`config.mk`:
```
export PLATFORM = sky130hd
export DESIGN_NAME = c_like_source_lexer
export DESIGN_NICKNAME = d
export VERILOG_FILES = /design/src/rtl/clsl_pkg.sv /design/src/rtl/clsl_front.sv /design/src/rtl/clsl_scan.sv /design/src/rtl/clsl_outq.sv /design/src/rtl/c_like_source_lexer.sv
export VERILOG_INCLUDE_DIRS = /design/src /design/src/rtl
export SDC_FILE = /design/constraint.sdc
export NUM_CORES = 1
export LEC_CHECK = 0
export BUFFER_PORTS_ARGS = -buffer_cell sky130_fd_sc_hd__buf_2
export CAP_MARGIN = 5
export CORE_ASPECT_RATIO = 1.1
export CORE_UTILIZATION = 63
export DETAILED_ROUTE_END_ITERATION = 10
export HOLD_SLACK_MARGIN = 0.12
export PLACE_DENSITY_LB_ADDON = 0.2
export SLEW_MARGIN = 10
export SYNTH_ARGS = -nofsm -noshare
export SYNTH_HDL_FRONTEND = slang
export SYNTH_HIERARCHICAL = 1
export SYNTH_SLANG_ARGS = --single-unit
```
`constraint.sdc`:
```
create_clock -name clk_i -period 10.3 [get_ports clk_i]
set_clock_uncertainty 0.1 [all_clocks]
set_input_delay 2.06 -clock clk_i [delete_from_list [all_inputs] [get_ports clk_i]]
set_output_delay 2.06 -clock clk_i [all_outputs]
set_load 0.005 [all_outputs]
```
`src/rtl/c_like_source_lexer_macros.svh`:
```
// assertion macros shared by the lexer rtl
`ifndef C_LIKE_SOURCE_LEXER_MACROS_SVH
`define C_LIKE_SOURCE_LEXER_MACROS_SVH
`ifndef SYNTH
// same-cycle implication
`define CLSL_ASSERT_IMP(lbl, clk, rst_n, ante, cons, msg) \
  lbl: assert property (@(posedge clk) disable iff (!rst_n) (ante) |-> (cons)) \
    else $error(msg);
// next-cycle implication
`define CLSL_ASSERT_NXT(lbl, clk, rst_n, ante, cons, msg) \
  lbl: assert property (@(posedge clk) disable iff (!rst_n) (ante) |=> (cons)) \
    else $error(msg);
`else
`define CLSL_ASSERT_IMP(lbl, clk, rst_n, ante, cons, msg)
`define CLSL_ASSERT_NXT(lbl, clk, rst_n, ante, cons, msg)
`endif
`endif

```
`src/rtl/clsl_pkg.sv`:
```
// types, constants and lookup functions of the source lexer
`timescale 1ns / 1ps
`default_nettype none
package clsl_pkg;

  localparam int unsigned PositionBits = 24;
  localparam int unsigned LineBits     = 20;
  localparam int unsigned KindBits     = 6;
  localparam int unsigned KwCount      = 17;
  localparam int unsigned KwMaxLen     = 6;
  localparam int unsigned KwBits       = KwMaxLen * 8;
  localparam int unsigned KwIdxBits    = $clog2(KwCount);
  localparam int unsigned KwLenBits    = $clog2(KwMaxLen + 1);
  localparam int unsigned InQDepth     = 2;
  localparam int unsigned OutQDepth    = 4;

  // token kinds
  localparam logic [KindBits-1:0] KindId    = 6'd17;
  localparam logic [KindBits-1:0] KindNum   = 6'd18;
  localparam logic [KindBits-1:0] KindAnd   = 6'd40;
  localparam logic [KindBits-1:0] KindOr    = 6'd41;
  localparam logic [KindBits-1:0] KindInc   = 6'd42;
  localparam logic [KindBits-1:0] KindDec   = 6'd43;
  localparam logic [KindBits-1:0] KindEnd   = 6'd44;

  // character classes seen by the scanner
  typedef enum logic [3:0] {
    ClsSpace,
    ClsNewline,
    ClsAlpha,
    ClsDigit,
    ClsSlash,
    ClsAmp,
    ClsBar,
    ClsPlus,
    ClsMinus,
    ClsStar,
    ClsDot,
    ClsOther
  } clsl_cls_e;

  // scanner state
  typedef enum logic [10:0] {
    ModeIdle      = 11'b000_0000_0001,
    ModeWord      = 11'b000_0000_0010,
    ModeNum       = 11'b000_0000_0100,
    ModeSlash     = 11'b000_0000_1000,
    ModeAmp       = 11'b000_0001_0000,
    ModeBar       = 11'b000_0010_0000,
    ModePlus      = 11'b000_0100_0000,
    ModeMinus     = 11'b000_1000_0000,
    ModeLineCom   = 11'b001_0000_0000,
    ModeBlock     = 11'b010_0000_0000,
    ModeBlockStar = 11'b100_0000_0000
  } clsl_mode_e;

  typedef struct packed {
    logic [7:0] char_code;
    logic       end_of_text;
  } clsl_in_t;

  typedef struct packed {
    logic [KindBits-1:0]     token_kind;
    logic [LineBits-1:0]     token_line;
    logic [PositionBits-1:0] token_start;
    logic [PositionBits-1:0] token_length;
    logic [7:0]              token_char;
    logic                    last_of_run;
  } clsl_out_t;

  // classified byte between front and back
  typedef struct packed {
    logic [7:0]          char_code;
    logic                end_of_text;
    clsl_cls_e           cls;
    logic [KindBits-1:0] pkind;
  } clsl_item_t;

  // up to two results written by the scanner in one cycle
  typedef struct packed {
    logic [1:0]            en;
    clsl_out_t [1:0]       beat;
  } clsl_push_t;

  function automatic clsl_cls_e classify(logic [7:0] c);
    clsl_cls_e r;
    priority if (c == 8'h0A) r = ClsNewline;
    else if (c == " " || c == 8'h09 || c == 8'h0B || c == 8'h0C || c == 8'h0D) r = ClsSpace;
    else if ((c >= "a" && c <= "z") || (c >= "A" && c <= "Z") || c == "_") r = ClsAlpha;
    else if (c >= "0" && c <= "9") r = ClsDigit;
    else if (c == "/") r = ClsSlash;
    else if (c == "&") r = ClsAmp;
    else if (c == "|") r = ClsBar;
    else if (c == "+") r = ClsPlus;
    else if (c == "-") r = ClsMinus;
    else if (c == "*") r = ClsStar;
    else if (c == ".") r = ClsDot;
    else r = ClsOther;
    return r;
  endfunction

  // single-character token kind, end kind for anything unknown
  function automatic logic [KindBits-1:0] punct_kind(logic [7:0] c);
    logic [KindBits-1:0] k;
    unique case (c)
      "{":     k = 6'd19;
      "}":     k = 6'd20;
      "(":     k = 6'd21;
      ")":     k = 6'd22;
      "[":     k = 6'd23;
      "]":     k = 6'd24;
      ";":     k = 6'd25;
      ",":     k = 6'd26;
      ".":     k = 6'd27;
      "=":     k = 6'd28;
      "<":     k = 6'd29;
      ">":     k = 6'd30;
      "?":     k = 6'd31;
      ":":     k = 6'd32;
      "!":     k = 6'd33;
      "+":     k = 6'd34;
      "-":     k = 6'd35;
      "*":     k = 6'd36;
      "/":     k = 6'd37;
      "%":     k = 6'd38;
      "&":     k = 6'd39;
      default: k = KindEnd;
    endcase
    return k;
  endfunction

  // keyword text, first character in the top byte, zero padded
  function automatic logic [KwBits-1:0] kw_text(logic [KwIdxBits-1:0] k);
    logic [KwBits-1:0] t;
    unique case (k)
      5'd0:    t = {"if", 32'h0};
      5'd1:    t = {"else", 16'h0};
      5'd2:    t = {"int", 24'h0};
      5'd3:    t = {"float", 8'h0};
      5'd4:    t = {"long", 16'h0};
      5'd5:    t = {"bool", 16'h0};
      5'd6:    t = {"void", 16'h0};
      5'd7:    t = {"const", 8'h0};
      5'd8:    t = {"enum", 16'h0};
      5'd9:    t = "struct";
      5'd10:   t = "return";
      5'd11:   t = {"while", 8'h0};
      5'd12:   t = {"do", 32'h0};
      5'd13:   t = {"for", 24'h0};
      5'd14:   t = {"pile", 16'h0};
      5'd15:   t = {"true", 16'h0};
      5'd16:   t = {"false", 8'h0};
      default: t = '0;
    endcase
    return t;
  endfunction

  function automatic logic [KwLenBits-1:0] kw_len(logic [KwIdxBits-1:0] k);
    logic [KwLenBits-1:0] n;
    unique case (k)
      5'd0, 5'd12:                         n = 3'd2;
      5'd2, 5'd13:                         n = 3'd3;
      5'd1, 5'd4, 5'd5, 5'd6, 5'd8,
      5'd14, 5'd15:                        n = 3'd4;
      5'd3, 5'd7, 5'd11, 5'd16:            n = 3'd5;
      5'd9, 5'd10:                         n = 3'd6;
      default:                             n = 3'd0;
    endcase
    return n;
  endfunction

  // character p of keyword k
  function automatic logic [7:0] kw_char(logic [KwIdxBits-1:0] k, logic [KwLenBits-1:0] p);
    logic [KwBits-1:0] t;
    t = kw_text(k);
    return t[(KwMaxLen - 1 - int'(p)) * 8 +: 8];
  endfunction

endpackage
`default_nettype wire

```
`src/rtl/clsl_front.sv`:
```
// front end: accepts source bytes, classifies them and queues them
`timescale 1ns / 1ps
`default_nettype none
module clsl_front (
  input  wire                    clk_i,
  input  wire                    rst_ni,
  input  wire                    in_valid_i,
  output logic                   in_ready_o,
  input  clsl_pkg::clsl_in_t     in_i,
  output logic                   item_valid_o,
  input  wire                    item_ready_i,
  output clsl_pkg::clsl_item_t   item_o
);
  import clsl_pkg::*;

  localparam int unsigned PtrW = $clog2(InQDepth);
  localparam int unsigned CntW = $clog2(InQDepth + 1);

  clsl_item_t            entry_q [InQDepth];
  logic [PtrW-1:0]       wptr_q, wptr_d, rptr_q, rptr_d;
  logic [CntW-1:0]       cnt_q, cnt_d;
  logic                  push, pop;
  clsl_item_t            cls_item;

  // classify the incoming beat
  always_comb begin
    cls_item.char_code   = in_i.char_code;
    cls_item.end_of_text = in_i.end_of_text;
    cls_item.cls         = classify(in_i.char_code);
    cls_item.pkind       = punct_kind(in_i.char_code);
  end

  assign in_ready_o   = (cnt_q != CntW'(InQDepth));
  assign item_valid_o = (cnt_q != '0);
  assign item_o       = entry_q[rptr_q];
  assign push         = in_valid_i & in_ready_o;
  assign pop          = item_valid_o & item_ready_i;

  // queue pointers and fill
  always_comb begin
    wptr_d = push ? wptr_q + PtrW'(1) : wptr_q;
    rptr_d = pop ? rptr_q + PtrW'(1) : rptr_q;
    cnt_d  = cnt_q + CntW'(push) - CntW'(pop);
  end

  always_ff @(posedge clk_i or negedge rst_ni) begin
    if (!rst_ni) begin
      wptr_q <= '0;
      rptr_q <= '0;
      cnt_q  <= '0;
    end else begin
      wptr_q <= wptr_d;
      rptr_q <= rptr_d;
      cnt_q  <= cnt_d;
    end
  end

  // queue storage
  always_ff @(posedge clk_i) begin
    if (push) begin
      entry_q[wptr_q] <= cls_item;
    end
  end

endmodule
`default_nettype wire

```
`src/rtl/clsl_scan.sv`:
```
// back end: token scanner state machine, emits up to two results per byte
`timescale 1ns / 1ps
`default_nettype none
module clsl_scan (
  input  wire                    clk_i,
  input  wire                    rst_ni,
  input  wire                    item_valid_i,
  output logic                   item_ready_o,
  input  clsl_pkg::clsl_item_t   item_i,
  input  wire                    room_i,
  output clsl_pkg::clsl_push_t   push_o
);
  import clsl_pkg::*;

  clsl_mode_e              mode_q, mode_d;
  logic [LineBits-1:0]     line_q, line_d, line_inc;
  logic [PositionBits-1:0] pos_q, pos_d, pos_inc;
  logic [PositionBits-1:0] begin_q, begin_d;
  logic [PositionBits-1:0] len_q, len_d, len_inc;
  logic [7:0]              first_q, first_d;
  logic [KindBits-1:0]     fkind_q, fkind_d;
  logic [KwCount-1:0]      cand_q, cand_d;

  logic                    fire, idle_go, cont, has_open;
  logic                    fl_en, nw_en;
  clsl_out_t               fl_res, nw_res;
  logic [KindBits-1:0]     word_kind, pair_kind;
  logic [7:0]              c;

  assign fire         = item_valid_i & room_i;
  assign item_ready_o = room_i;
  assign c            = item_i.char_code;

  // saturating counters
  assign line_inc = (line_q == '1) ? line_q : line_q + LineBits'(1);
  assign pos_inc  = (pos_q == '1) ? pos_q : pos_q + PositionBits'(1);
  assign len_inc  = (len_q == '1) ? len_q : len_q + PositionBits'(1);

  // keyword lookup on the open word, lowest keyword index wins
  always_comb begin
    word_kind = KindId;
    for (int k = KwCount - 1; k >= 0; k--) begin
      if (cand_q[k] && (len_q == PositionBits'(kw_len(KwIdxBits'(k))))) begin
        word_kind = KindBits'(k);
      end
    end
  end

  // pair kind of the held byte
  always_comb begin
    unique case (mode_q)
      ModeAmp:   pair_kind = KindAnd;
      ModeBar:   pair_kind = KindOr;
      ModePlus:  pair_kind = KindInc;
      default:   pair_kind = KindDec;
    endcase
  end

  assign has_open = (mode_q == ModeWord) || (mode_q == ModeNum) || (mode_q == ModeSlash) ||
                    (mode_q == ModeAmp) || (mode_q == ModeBar) || (mode_q == ModePlus) ||
                    (mode_q == ModeMinus);

  // result for the open or held token
  always_comb begin
    fl_res.token_kind   = (mode_q == ModeWord) ? word_kind :
                          (mode_q == ModeNum) ? KindNum : fkind_q;
    fl_res.token_line   = line_q;
    fl_res.token_start  = begin_q;
    fl_res.token_length = len_q;
    fl_res.token_char   = first_q;
    fl_res.last_of_run  = 1'b0;
  end

  // main scan step
  always_comb begin
    mode_d  = mode_q;
    line_d  = line_q;
    pos_d   = pos_inc;
    begin_d = begin_q;
    len_d   = len_q;
    first_d = first_q;
    fkind_d = fkind_q;
    cand_d  = cand_q;
    fl_en   = 1'b0;
    nw_en   = 1'b0;
    idle_go = 1'b0;
    cont    = 1'b0;
    nw_res.token_kind   = item_i.pkind;
    nw_res.token_line   = line_q;
    nw_res.token_start  = pos_q;
    nw_res.token_length = PositionBits'(1);
    nw_res.token_char   = c;
    nw_res.last_of_run  = 1'b1;

    if (item_i.end_of_text) begin
      // flush, end token, back to reset state
      fl_en               = has_open;
      nw_en               = 1'b1;
      nw_res.token_kind   = KindEnd;
      nw_res.token_length = '0;
      nw_res.token_char   = '0;
      mode_d              = ModeIdle;
      line_d              = LineBits'(1);
      pos_d               = '0;
      begin_d             = '0;
      len_d               = '0;
    end else begin
      unique case (mode_q)
        ModeWord, ModeNum: begin
          cont = (mode_q == ModeWord) ? (item_i.cls == ClsAlpha || item_i.cls == ClsDigit)
                                      : (item_i.cls == ClsDigit || item_i.cls == ClsDot);
          if (cont) begin
            if (len_q < PositionBits'(KwMaxLen)) begin
              for (int k = 0; k < KwCount; k++) begin
                cand_d[k] = cand_q[k] &&
                            (kw_char(KwIdxBits'(k), len_q[KwLenBits-1:0]) == c);
              end
            end
            len_d = len_inc;
          end else begin
            fl_en   = 1'b1;
            idle_go = 1'b1;
          end
        end
        ModeSlash: begin
          if (item_i.cls == ClsSlash) begin
            mode_d = ModeLineCom;
          end else if (item_i.cls == ClsStar) begin
            mode_d = ModeBlock;
          end else begin
            fl_en   = 1'b1;
            idle_go = 1'b1;
          end
        end
        ModeAmp, ModeBar, ModePlus, ModeMinus: begin
          if (c == first_q) begin
            nw_en               = 1'b1;
            nw_res.token_kind   = pair_kind;
            nw_res.token_start  = begin_q;
            nw_res.token_length = PositionBits'(2);
            mode_d              = ModeIdle;
          end else begin
            fl_en   = 1'b1;
            idle_go = 1'b1;
          end
        end
        ModeLineCom: begin
          if (item_i.cls == ClsNewline) begin
            line_d = line_inc;
            mode_d = ModeIdle;
          end
        end
        ModeBlock, ModeBlockStar: begin
          if (item_i.cls == ClsNewline) begin
            line_d = line_inc;
          end
          if (mode_q == ModeBlockStar && item_i.cls == ClsSlash) begin
            mode_d = ModeIdle;
          end else begin
            mode_d = (item_i.cls == ClsStar) ? ModeBlockStar : ModeBlock;
          end
        end
        default: idle_go = 1'b1;
      endcase

      // byte starts something new
      if (idle_go) begin
        mode_d = ModeIdle;
        unique case (item_i.cls)
          ClsNewline: line_d = line_inc;
          ClsSpace: ;
          ClsSlash, ClsAmp, ClsBar, ClsPlus, ClsMinus: begin
            unique case (item_i.cls)
              ClsSlash: mode_d = ModeSlash;
              ClsAmp:   mode_d = ModeAmp;
              ClsBar:   mode_d = ModeBar;
              ClsPlus:  mode_d = ModePlus;
              default:  mode_d = ModeMinus;
            endcase
            begin_d = pos_q;
            first_d = c;
            fkind_d = item_i.pkind;
            len_d   = PositionBits'(1);
          end
          ClsAlpha, ClsDigit: begin
            mode_d  = (item_i.cls == ClsAlpha) ? ModeWord : ModeNum;
            begin_d = pos_q;
            first_d = c;
            fkind_d = KindNum;
            len_d   = PositionBits'(1);
            for (int k = 0; k < KwCount; k++) begin
              cand_d[k] = (kw_char(KwIdxBits'(k), '0) == c);
            end
          end
          default: nw_en = 1'b1;
        endcase
      end
    end
  end

  // compact results into the output queue write
  always_comb begin
    push_o.en      = fire ? {fl_en & nw_en, fl_en | nw_en} : 2'b00;
    push_o.beat[0] = fl_en ? fl_res : nw_res;
    push_o.beat[0].last_of_run = ~(fl_en & nw_en);
    push_o.beat[1] = nw_res;
  end

  always_ff @(posedge clk_i or negedge rst_ni) begin
    if (!rst_ni) begin
      mode_q  <= ModeIdle;
      line_q  <= LineBits'(1);
      pos_q   <= '0;
      begin_q <= '0;
      len_q   <= '0;
      first_q <= '0;
      fkind_q <= '0;
      cand_q  <= '0;
    end else if (fire) begin
      mode_q  <= mode_d;
      line_q  <= line_d;
      pos_q   <= pos_d;
      begin_q <= begin_d;
      len_q   <= len_d;
      first_q <= first_d;
      fkind_q <= fkind_d;
      cand_q  <= cand_d;
    end
  end

endmodule
`default_nettype wire

```
`src/rtl/clsl_outq.sv`:
```
// result queue: takes up to two beats a cycle, hands out one
`timescale 1ns / 1ps
`default_nettype none
module clsl_outq (
  input  wire                    clk_i,
  input  wire                    rst_ni,
  input  clsl_pkg::clsl_push_t   push_i,
  output logic                   room_o,
  output logic                   out_valid_o,
  input  wire                    out_ready_i,
  output clsl_pkg::clsl_out_t    out_o
);
  import clsl_pkg::*;

  localparam int unsigned PtrW = $clog2(OutQDepth);
  localparam int unsigned CntW = $clog2(OutQDepth + 1);

  clsl_out_t         entry_q [OutQDepth];
  logic [PtrW-1:0]   wptr_q, wptr_d, rptr_q, rptr_d, wptr_nx;
  logic [CntW-1:0]   cnt_q, cnt_d, push_n;
  logic              pop;

  // room for a full double write, judged on the registered fill
  assign room_o      = (cnt_q <= CntW'(OutQDepth - 2));
  assign out_valid_o = (cnt_q != '0);
  assign out_o       = entry_q[rptr_q];
  assign pop         = out_valid_o & out_ready_i;
  assign push_n      = CntW'(push_i.en[0]) + CntW'(push_i.en[1]);
  assign wptr_nx     = wptr_q + PtrW'(1);

  // pointers and fill
  always_comb begin
    wptr_d = wptr_q + PtrW'(push_n);
    rptr_d = pop ? rptr_q + PtrW'(1) : rptr_q;
    cnt_d  = cnt_q + push_n - CntW'(pop);
  end

  always_ff @(posedge clk_i or negedge rst_ni) begin
    if (!rst_ni) begin
      wptr_q <= '0;
      rptr_q <= '0;
      cnt_q  <= '0;
    end else begin
      wptr_q <= wptr_d;
      rptr_q <= rptr_d;
      cnt_q  <= cnt_d;
    end
  end

  // storage
  always_ff @(posedge clk_i) begin
    if (push_i.en[0]) begin
      entry_q[wptr_q] <= push_i.beat[0];
    end
    if (push_i.en[1]) begin
      entry_q[wptr_nx] <= push_i.beat[1];
    end
  end

endmodule
`default_nettype wire

```
`src/rtl/c_like_source_lexer.sv`:
```
// top level of the streaming lexer for a small c-like language
`timescale 1ns / 1ps
`default_nettype none
`include "c_like_source_lexer_macros.svh"
// Takes one source byte per beat and sustains one byte per clock while the
// result queue has room. A byte is written into a two-entry classified-byte
// queue, the scanner takes it from there, and its results land in a four-entry
// result queue, from which the first result of a byte is offered on the output.
// A byte gives zero, one or two result beats; the scanner waits while the
// result queue holds more than two beats, which is what sets the rate when
// the output side stalls. The last beat caused by a byte carries last_of_run.
// An end of text beat flushes any open token, gives the end token and restarts
// line and offset counting.
module c_like_source_lexer (
  input  wire                    clk_i,
  input  wire                    rst_ni,
  input  wire                    in_valid_i,
  output logic                   in_ready_o,
  input  clsl_pkg::clsl_in_t     in_i,
  output logic                   out_valid_o,
  input  wire                    out_ready_i,
  output clsl_pkg::clsl_out_t    out_o
);
  import clsl_pkg::*;

  logic        item_valid, item_ready, room;
  clsl_item_t  item;
  clsl_push_t  push;

  // classify and queue
  clsl_front u_front (
    .clk_i        (clk_i),
    .rst_ni       (rst_ni),
    .in_valid_i   (in_valid_i),
    .in_ready_o   (in_ready_o),
    .in_i         (in_i),
    .item_valid_o (item_valid),
    .item_ready_i (item_ready),
    .item_o       (item)
  );

  // token scanner
  clsl_scan u_scan (
    .clk_i        (clk_i),
    .rst_ni       (rst_ni),
    .item_valid_i (item_valid),
    .item_ready_o (item_ready),
    .item_i       (item),
    .room_i       (room),
    .push_o       (push)
  );

  // result queue
  clsl_outq u_outq (
    .clk_i       (clk_i),
    .rst_ni      (rst_ni),
    .push_i      (push),
    .room_o      (room),
    .out_valid_o (out_valid_o),
    .out_ready_i (out_ready_i),
    .out_o       (out_o)
  );

  // checks
  `CLSL_ASSERT_IMP(a_push_packed, clk_i, rst_ni, push.en[1], push.en[0], "second beat without first")
  `CLSL_ASSERT_IMP(a_push_room, clk_i, rst_ni, push.en != 2'b00, room, "write into full result queue")
  `CLSL_ASSERT_IMP(a_last_mark, clk_i, rst_ni, push.en == 2'b11,
                   push.beat[1].last_of_run && !push.beat[0].last_of_run, "last mark misplaced")
  `CLSL_ASSERT_NXT(a_push_shows, clk_i, rst_ni, push.en != 2'b00, out_valid_o, "written beat not shown")

endmodule
`default_nettype wire
```
### Word level (Yosys, flattened, before mapping)

Memories as Yosys holds them, arrays and structs flattened.
Cells that the tools add are included.

* bits in registers: 145
* RAM bits: 370
* output and inout port bits: 85
* logic and storage cells: 448
* memories: 2

Memories
* u_outq.entry_q: depth 4, width 83, rd ports 1, clocked after memory_dff 0, wr ports 2, line clsl_outq.sv:18 `clsl_out_t entry_q [OutQDepth];`
* u_front.entry_q: depth 2, width 19, rd ports 1, clocked after memory_dff 0, wr ports 1, line clsl_front.sv:19 `clsl_item_t entry_q [InQDepth];`

* add/sub/neg operators: 14
* $lt $le $gt $ge: 8
* equality and inequality tests: 97
* shift-type cells: 17
* muxes and demuxes: 216
* bitwise operators: 7
* reduce and logical (&&, ||, !) cells: 73

Operator list (number)
* $mux 48: 121
* $shiftx 48x33->8: 17
* $mux 24: 13
* $eq 8x8->1: 35
* $eq 8x6->1 const B: 18
* $mux 6: 21
* $pmux 6 s21: 1
* $mux 20: 6
* $mux 11: 8
* $mux 17: 5
* $mux 83: 1
* $eq 24x3->1 const B: 3
* $add 24x1->24 const B: 2
* $eq 24x2->1 const B: 2
* $eq 24x24->1 const B: 2
* $eq 8x7->1 const B: 6
* $pmux 11 s4: 1
* $eq 8x4->1 const B: 5
* $mux 4: 10
* $logic_and 1x1->1: 38
* $pmux 8 s4: 1
* $lt 24x3->1 const B: 1
* $pmux 11 s2: 1
* $add 20x1->20 const B: 1
* 58 further kinds: 113

### Logic depth before layout (Yosys ltp)

Gate-level depths: netlist of the first run.

* depth in word-level cells: 21
* gate-level depth with buffers: 21
* depth with buffers taken out: 18

### By module

Netlist of the first run, hierarchy kept.

By module, submodules not included
* clsl_outq: times used 1, cells an instance 843, area each 16370.7 µm², sequential area each 10144.7 µm²
* clsl_scan: times used 1, cells an instance 1234, area each 10324.9 µm², sequential area each 3355.7 µm²
* clsl_front: times used 1, cells an instance 181, area each 2260.9 µm², sequential area each 1241.2 µm²

### Worst setup path before layout of the first run

OpenSTA, ideal clock, no wires.

* kind: register to register
* from: register u_front.rptr_q
* to: memory u_outq/entry_q[2][0] in the netlist's numbering, enable pin
* arrival: 8502 ps
* data required time: 9561 ps
* slack: 1059 ps
* cell stages (with the launch flop): 13
* clock period less this slack: 9241 ps
* path through: dfrtp_1 > clkbuf_1 > mux2_2 > clkbuf_1 > xnor2_1 > nand4_1 > nor4_1 > nand2_1 > nand2_1 > inv_1 > a31oi_1 > nand2b_1 > o21ai_0

RTL lines
* start: declaration: line clsl_front.sv:20 `logic [PtrW-1:0] wptr_q, wptr_d, rptr_q, rptr_d;`
* start signal: assignment: line clsl_front.sv:53 `rptr_q <= rptr_d;`
* end: declaration: line clsl_outq.sv:18

==> run summary, run 1 <==
Headroom to the max-slew limit came out at 27.7%. The part of the Yosys area used for sequential elements is 50.9%. The setup total negative slack is 0 ns. In the synthesized netlist the dominant register cell turns out to be edfxtp_1. The worst path needs 6.74 ns of the cycle, external delays included.

Port buffering added 97 buffers. The clock latency at the later pin of the worst-skew pair is 0.60 ns. The detailed-route wire length per cell came out at 23.4 um. In this run the worst hold path is classified as flop to flop.

The total global routing track utilization came out at 29.2%. The initial utilization of the core area, before any placement, comes to 63.7%. From bottom edge to top edge, the die measures 227 um. The area growth from synthesis to layout is 6.69%. The clock sink total is 515.

The maximum single-stage delay on the critical path is 0.86 ns. The fraction of final layout cells sized beyond drive strength 1 is 32.0%. The signal on the critical path passes through mux2_2 -> xnor2_1 -> nand4_1 -> nor4_1 -> nand2_1 -> nand2_1 -> inv_1 -> a211o_1 -> nor2_1 -> nand3_4 -> o21ai_4 -> buf_4. The library cells used most frequently in the layout, excluding fill and tap cells, are mux2_2 (399), edfxtp_1 (370), dfrtp_1 (141), nand2_1 (134), nor2_1 (106). The worst slack on hold paths came out at 0.370 ns. The worst setup timing slack at the placement stage is 3.61 ns.

The total die area is 46800 um^2. The wire length of the first global-routing pass came out at 105 mm. The adder-cell area share of the yosys netlist is 0.717%.

The commonest non-fill, non-tap cell in the layout is mux2_2. The count of mapped cells out of synthesis is 2258. Summing the areas of all xor and xnor instances in the mapped netlist gives 3.36% of the synthesized area. The final routed DRC violation total is 10. The number of synthesis warnings is 6.

The number of levels the H-tree was split into is 2. The complex-gate fraction of the synthesized area is 7.19%. The cell area power density came out at 238 nW/um^2. The post-route worst setup slack came out at 3.56 ns.

Together, buffers and inverters on the worst path number 2. Of the available clock period, the critical path in the final layout requires 65.5%. The signal arrival time at the worst endpoint came out at 6.86 ns. During I/O placement, the number of pins put on the boundary was 98. The number of gates resized after CTS was 0. Max-cap violations in this run came to 0.

The maximum net fanout on the critical path came out at 57. The area of the core is 45500 um^2. After synthesis, the share of flip-flops with an asynchronous set or reset is 28.2%. The total length of routed wires is 67.3 mm.

The master of the slowest instance on the critical path is dfrtp_1. The area of all placed cells without fillers is 30900 um^2. The fraction of synthesized cell area taken by the top area cell type came out at 38.4%.

From left edge to right edge, the die measures 206 um. The cell at the root of the clock tree is clkbuf_16. The run finished, with violations left.

The netlist uses 97 different library cells. The reported leakage power is 11.8 nW. Based on the critical path, the design can be clocked at up to 148 MHz. The count of nets left with antenna violations once routing finished came out at 0.

Data on the critical path is required at its endpoint by 10.42 ns. The final layout contains 2270 nets. The largest vdd supply drop is 277 uV. Setup repair after global routing left no endpoint under its margin. The final reports fail on design-rule violations.

The largest total area in the synthesized netlist belongs to edfxtp_1. The count of hold-fix buffers inserted at cts is 0. The number of search-and-repair iterations in the first detailed-routing pass came out at 8. The number of hold violations in the final report came out at 0. Dividing the detail-routed via count by the number of cells gives 6.44.

The post-CTS setup buffer count is 0. The count of pins over their slew limit came out at 0. Multiplexer cells account for 22.7% of the synthesized area.

Broken down by cell family, the worst path's largest delay share belongs to simple AND/OR/NAND/NOR gates. After the first detailed-routing iteration, the DRC count stood at 1426. The TritonCTS clock tree is built. The clock-pin slew reported for the worst setup and hold paths after clock tree synthesis came out at 0.06 ns.

The cell area after synthesis is 29000 um^2. The average cell area after synthesis is 12.8 um^2. The global route total overflow came out at 0. The initial antenna violation count came out at 0. After synthesis, the cell types taking the most area are edfxtp_1 (38%), mux2_2 (16%), dfrtp_1 (12%). The maximum clock insertion buffer count is 3. The row count is 82. The sum of net half-perimeters after detailed placement came out at 41.5 mm.

For the pin with the worst max-slew slack, the measured transition is 1.08 ns. By area, the combinational part of the netlist is dominated by multiplexers. Detailed routing inserted a total of 18500 vias. The antenna diode instance count is 0.

The maximum number of pins on one net before global-route repair came out at 86. The number of CTS-inserted buffers is 51. The number of synthesized flops with an enable pin is 370. The synthesized-area fraction occupied by and/or/nand/nor cells came out at 10.1%. The global placement routability congestion is 0.876. The endpoint kind of the worst setup timing path is a flop. The cell area after placement is 29300 um^2.

The critical path class is flop to flop. Setup violations remaining at the end of the flow were counted as 0. The number of register bits inferred by synthesis is 515. The most common cell type on the critical path is nand2_1. The via count of the first global-routing pass was 18400. The worst setup path is launched from a flop. The share of the core filled with cells in the final layout came out at 68.0%.
logic make-up after synthesis:
group / after synthesis
compound gates: 296
xor+xnor: 111
fa+ha+maj: 16
buf+inv: 258
flops: 515
mux: 501
other cells: 2
simple gates: 559
stage by stage:
step | instances | power [mW]
2_1_floorplan | 2279 | 4.76
3_3_place_gp | 2776 | 5.51
3_5_place_dp | 2776 | 5.56
4_1_cts | 2872 | 7.38
5_1_grt | 2872 | 7.71
6_report | 2872 | 7.35
worst paths after layout:
kind,startpoint,to,slack (ns),depth (start not counted)
min in group asynchronous,rst_ni,u_scan/cand_q[9],1.42,1
max reg2reg,u_front/rptr_q,u_outq/entry_q[0][29],3.56,12
min,u_scan/fkind_q[4],u_scan/fkind_q[4],0.37,2
max in group asynchronous,rst_ni,u_scan/mode_q[9],7.27,2
min reg2reg,u_scan/fkind_q[4],u_scan/fkind_q[4],0.37,2
max,u_front/rptr_q,u_outq/entry_q[0][29],3.56,12
state kept, by name (all words and copies together), names as in the netlist:
name,cells
u_front/cnt_q,2
u_front/entry_q,38
u_front/rptr_q,1
u_front/wptr_q,1
u_outq/cnt_q,3
u_outq/entry_q,332
u_outq/rptr_q,2
u_outq/wptr_q,2
u_scan/begin_q,24
u_scan/cand_q,17
u_scan/first_q,8
u_scan/fkind_q,6
u_scan/len_q,24
u_scan/line_q,20
u_scan/mode_q,11
u_scan/pos_q,24
tightest hold or removal path: stages (launching register included):
cell and delay, ns:
dfrtp_1 0.34, nand2_1 0.05, nand2_1 0.05
Yosys cell counts, types with 5 or more instances:
library cell,count
inv_1,38
nor3b_1,10
o22ai_1,5
o31a_1,5
a31oi_1,17
nor2_1,108
mux2_2,399
or4_1,5
mux2i_1,12
nand3b_1,7
o311ai_0,5
xor2_1,46
nor4_1,19
mux2_1,7
clkbuf_1,65
a211oi_1,8
a21o_1,8
o31ai_1,16
a21oi_1,42
nand3_1,68
edfxtp_1,370
nor2b_1,21
and3_1,28
and4_1,10
buf_4,94
buf_2,34
buf_1,13
mux4_2,83
or2_2,10
xnor2_1,65
a22oi_1,6
buf_6,12
o211ai_1,10
nand2b_1,14
nand4_1,27
dfrtp_1,143
nor3_1,31
and2_1,31
or3_1,7
o21ai_0,88
a22o_1,28
ha_1,15
nand2_1,134
power breakdown:
part,internal [mW],switching (mW)
Sequential,2.69,0.265
Combinational,1.08,1.49
Clock,1.02,0.797
layout make-up:
| cell class | count | area [um^2] |
|---|---|---|
| Clock buffer | 64 | 1370 |
| Clock inverter | 32 | 275 |
| Fill cell | 3227 | 14600 |
| Inverter | 40 | 150 |
| Multi-Input combinational cell | 1506 | 12900 |
| Sequential cell | 515 | 14700 |
| Tap cell | 588 | 736 |
| Timing Repair Buffer | 127 | 717 |
metal layers:
metal	vias up	track usage, %	wire length [um]
met5	-	0	0
met4	0	8.87	1640
met3	113	3.00	3260
met2	559	47.7	33100
met1	9363	41.2	29300
li1	8470	-	-
No activity file was read; power rests on OpenSTA's default activity.
==> run 2, diff against run 1 <==
--- a/config.mk
+++ b/config.mk
@@ -6,6 +6,7 @@
 export SDC_FILE = /design/constraint.sdc
 export NUM_CORES = 1
 export LEC_CHECK = 0
+export ABC_AREA = 1
 export BUFFER_PORTS_ARGS = -buffer_cell sky130_fd_sc_hd__buf_2
 export CAP_MARGIN = 5
 export CORE_ASPECT_RATIO = 1.1
==> constraint.sdc (replaced) <==
create_clock -name clk_i -period 6.5 [get_ports clk_i]
set_clock_uncertainty 0.1 [all_clocks]
set_input_delay 1.3 -clock clk_i [delete_from_list [all_inputs] [get_ports clk_i]]
set_output_delay 1.3 -clock clk_i [all_outputs]
set_load 0.005 [all_outputs]
==> run 2 against run 1 <==
Against the previous run: routed wire length increased by 16%; synthesized cell count increased by 72%; final cell count increased by 57%; clock power increased by 64%; count of clock-buffer cells in the layout increased by 6; the flow now finishes without violations; non-clock buffer count increased by 1; sequential share of layout area decreased by 2.5 points; register-to-register slack got worse by 1.9 ns; critical path depth increased by 15; utilization increased by 0.074 points.
==> run summary, run 2 <==
The number of levels the H-tree was split into is 2 (unchanged). The die span in y came to 234 um (+3.0%). The post-CTS setup buffer count came out at 0 (unchanged). Setup repair after global routing left no endpoint under its margin. The dominant synthesized flop cell is edfxtp_1. In the post-synthesis netlist, the cell with the most instances is nand2_1. The largest registers in the layout are u_outq/entry_q (332), u_front/entry_q (38). The setup total negative slack came out at 0 ns (unchanged). The wire length of the first global-routing pass is 122 mm (+16%). The number of placed cells counting well taps is 4420 (+59%). The row count came out at 84 (+2.4%). The library cell with the largest summed area after synthesis is edfxtp_1. The clock latency at the later pin of the worst-skew pair is 0.60 ns (about the same).

The signal arrival time at the worst endpoint is 5.28 ns (-1.58 ns). The fraction of final layout cells sized beyond drive strength 1 is 9.14% (-23 points). The area of all placed cells without fillers came out at 32600 um^2 (+5.6%). The largest vdd supply drop was 304 uV (+9.8%). The antenna diode instance count is 0 (unchanged). The worst slack on hold paths came out at 0.380 ns (+0.0101 ns).

The via-per-instance ratio came out at 5.71 (-11%). The number of synthesized flops with an enable pin came out at 370 (unchanged). Ranked by total cell area, the synthesized netlist is headed by edfxtp_1 (36%), nand2_1 (13%), dfrtp_1 (12%).

The via count of the first global-routing pass came out at 23400 (+27%). The count of hold-fix buffers inserted at cts is 0 (unchanged). The remaining antenna violation count is 0 (unchanged). In this run the worst hold path is classified as flop to flop.

The flow ran to the end, and the final reports show no timing, DRC or antenna violations. The I/O pin count came out at 98 (unchanged). The cell area power density came to 418 nW/um^2 (+76%).

The share of the core filled with cells in the final layout is 68.0% (+0.074 points). The global routing usage on met2 is 51.4% (+3.8 points). The layer with the highest usage after global routing is met2. The average cell area after synthesis is 7.91 um^2 (-38%). The maximum clock insertion buffer count came out at 3 (unchanged). The fraction of synthesized cell area taken by the top area cell type is 36.2% (-2.2 points). The final routed DRC violation total was 0 (-10). The post-route worst setup slack came out at 1.61 ns (-1.95 ns). The count of input and output buffers came to 97 (unchanged). The number of instances resized during post-cts repair came to 0 (unchanged). The part of the Yosys area used for sequential elements was 48.0% (-2.9 points). The commonest non-fill, non-tap cell in the layout is nand2_1.

The met1 usage came to 43.1% (+1.9 points). The maximum number of pins on one net before global-route repair is 192 (+120%). The cell area after synthesis came out at 30700 um^2 (+6.0%). The global-route track usage on met3 was 4.50% (+1.5 points). STA classifies the critical path endpoint as a flop.

The count of mapped cells out of synthesis is 3882 (+72%). STA classifies the critical path startpoint as a flop. The total of max-cap violations came out at 0 (unchanged). The clock sink total is 515 (unchanged). The number of register bits inferred by synthesis came out at 515 (unchanged). Counting instances in the post-synthesis netlist gives the leading cell types as nand2_1 (1066), o21ai_0 (521), inv_1 (411). The number of nets at the end of the flow came out at 3857 (+70%). The share of flip-flops with an asynchronous set or reset came to 28.2% (unchanged). The number of distinct library cells after synthesis came out at 61 (-37%).

The initial DRC count was 2668 (+87%). The TritonCTS clock tree is built. The initial antenna violation count is 1 (+1). The reported leakage power was 13.2 nW (+12%).

The number of synthesis warnings is 6 (unchanged). The area of the core is 47900 um^2 (+5.4%). The cell at the root of the clock tree is clkbuf_16.

The worst setup timing slack at the placement stage was 1.63 ns (-1.98 ns). The post-route non-filler standard cell count came to 4516 (+57%). The transition time at the pin with the least slew margin was 1.02 ns (-0.0641 ns). The detailed-route wire length per cell is 17.2 um (-27%). The overall die width came out at 213 um (+3.0%). The critical path class is flop to flop. In the layout the commonest cells are nand2_1 (1061), o21ai_0 (521), inv_1 (411), edfxtp_1 (370), nor2_1 (353). The maximum net fanout on the critical path came out at 20 (-65%). The total global routing track utilization is 31.6% (+2.4 points). The number of CTS-inserted buffers came out at 51 (unchanged).

The global route total overflow is 0 (unchanged). The clock-pin slew reported for the worst setup and hold paths after clock tree synthesis came to 0.07 ns (about the same). The register with the most flip-flops is u_outq/entry_q. The total vias in the final route came out at 25800 (+39%).

The sum of net half-perimeters after detailed placement is 49.8 mm (+20%). The minimum clock period after layout is 4.89 ns (-1.85 ns). The global placement routability congestion came to 0.985 (+12%). The data required time of the worst path is 6.89 ns (-3.53 ns). The number of search-and-repair iterations in the first detailed-routing pass is 5 (-3). The number of hold violations in the final report came out at 0 (unchanged). The count of pins over their slew limit is 0 (unchanged).

The cell area after placement came out at 30900 um^2 (+5.7%). The overall power consumption came to 13.6 mW (+86%). The post-route clock period utilization is 75.2% (+9.7 points). The maximum clock frequency is 205 MHz (+38%). The count of final setup violators is 0 (unchanged).

Compared with the post-synthesis result, the final layout area differs by 6.20%. The normalized max-slew margin is 31.8% (+4.1 points). The initial standard-cell utilization of the core was 64.1% (+0.37 points).

The total die area is 49600 um^2 (+6.0%). The flip-flop count of the largest register after layout is 332 (unchanged). The total length of routed wires is 77.8 mm (+16%).
==> run 2: changes by cell type after synthesis, moves of 105 or more <==
cell / delta
inv_1: +373
mux2_2: -399
nand2_1: +932
nor2_1: +247
o21ai_0: +433
o21ai_1: +105
==> run 2: critical path, stage by stage (launching register included) <==
cell and delay, ns:
dfrtp_1 0.37, inv_1 0.44, nand2_1 0.10, nand2_1 0.41
inv_2 0.23, nand2_1 0.10, nand2_1 0.05, a21oi_1 0.10
and2_1 0.14, nand2_1 0.10, a21oi_1 0.14, o21ai_1 0.09
or2_2 0.30, nand2_2 0.07, inv_1 0.12, nand2_1 0.19
nor2_1 0.06, buf_4 0.19, ha_1 0.30, inv_1 0.04
ha_1 0.26, inv_1 0.05, ha_1 0.13, inv_1 0.05
fa_1 0.41, xor2_1 0.16, nand2_1 0.06, nand2_1 0.05
==> run 2: area by class of cell <==
class	count	area, um^2
Clock buffer	70	1420
Clock inverter	26	267
Fill cell	3998	15300
Inverter	447	1680
Multi-Input combinational cell	2685	12800
Sequential cell	515	14700
Tap cell	645	807
Timing Repair Buffer	128	862
==> run 2: logic make-up (layout without fill, tap and decap cells) <==
| group | count (synthesis) | after routing | share of synthesized area, % |
|---|---|---|---|
| simple gates | 1762 | 1762 | 23.9 |
| other cells | 2 | 23 | 0.0245 |
| xor+xnor | 85 | 85 | 2.42 |
| fa+ha+maj | 16 | 16 | 0.676 |
| flops | 515 | 515 | 48.0 |
| buf+inv | 703 | 671 | 10.7 |
| compound gates | 799 | 799 | 14.3 |
==> run 2: report_power, final <==
group | switching, mW | total (mW) | leakage, nW | internal [mW]
registers | 0.406 | 4.87 | 5.22 | 4.46
logic | 4.07 | 5.78 | 7.19 | 1.72
clock network | 1.28 | 2.98 | 0.807 | 1.70
==> run 2: metal layers <==
metal / up-vias / share of wire (%)
met5: - / 0
li1: 12600 / -
met4: 0 / 3.0
met2: 1114 / 47
met1: 11900 / 41
met3: 153 / 8.9
==> run 2: final timing paths <==
path,from,endpoint,slack [ns],depth (start not counted)
max reg2reg,u_front/rptr_q,u_outq/cnt_q[2],1.61,27
min reg2reg,u_scan/fkind_q[1],u_scan/fkind_q[1],0.38,2
max in group asynchronous,rst_ni,u_scan/line_q[5],4.26,2
min,u_scan/fkind_q[1],u_scan/fkind_q[1],0.38,2
max,u_front/rptr_q,u_outq/cnt_q[2],1.61,27
min in group asynchronous,rst_ni,u_scan/pos_q[8],0.69,1
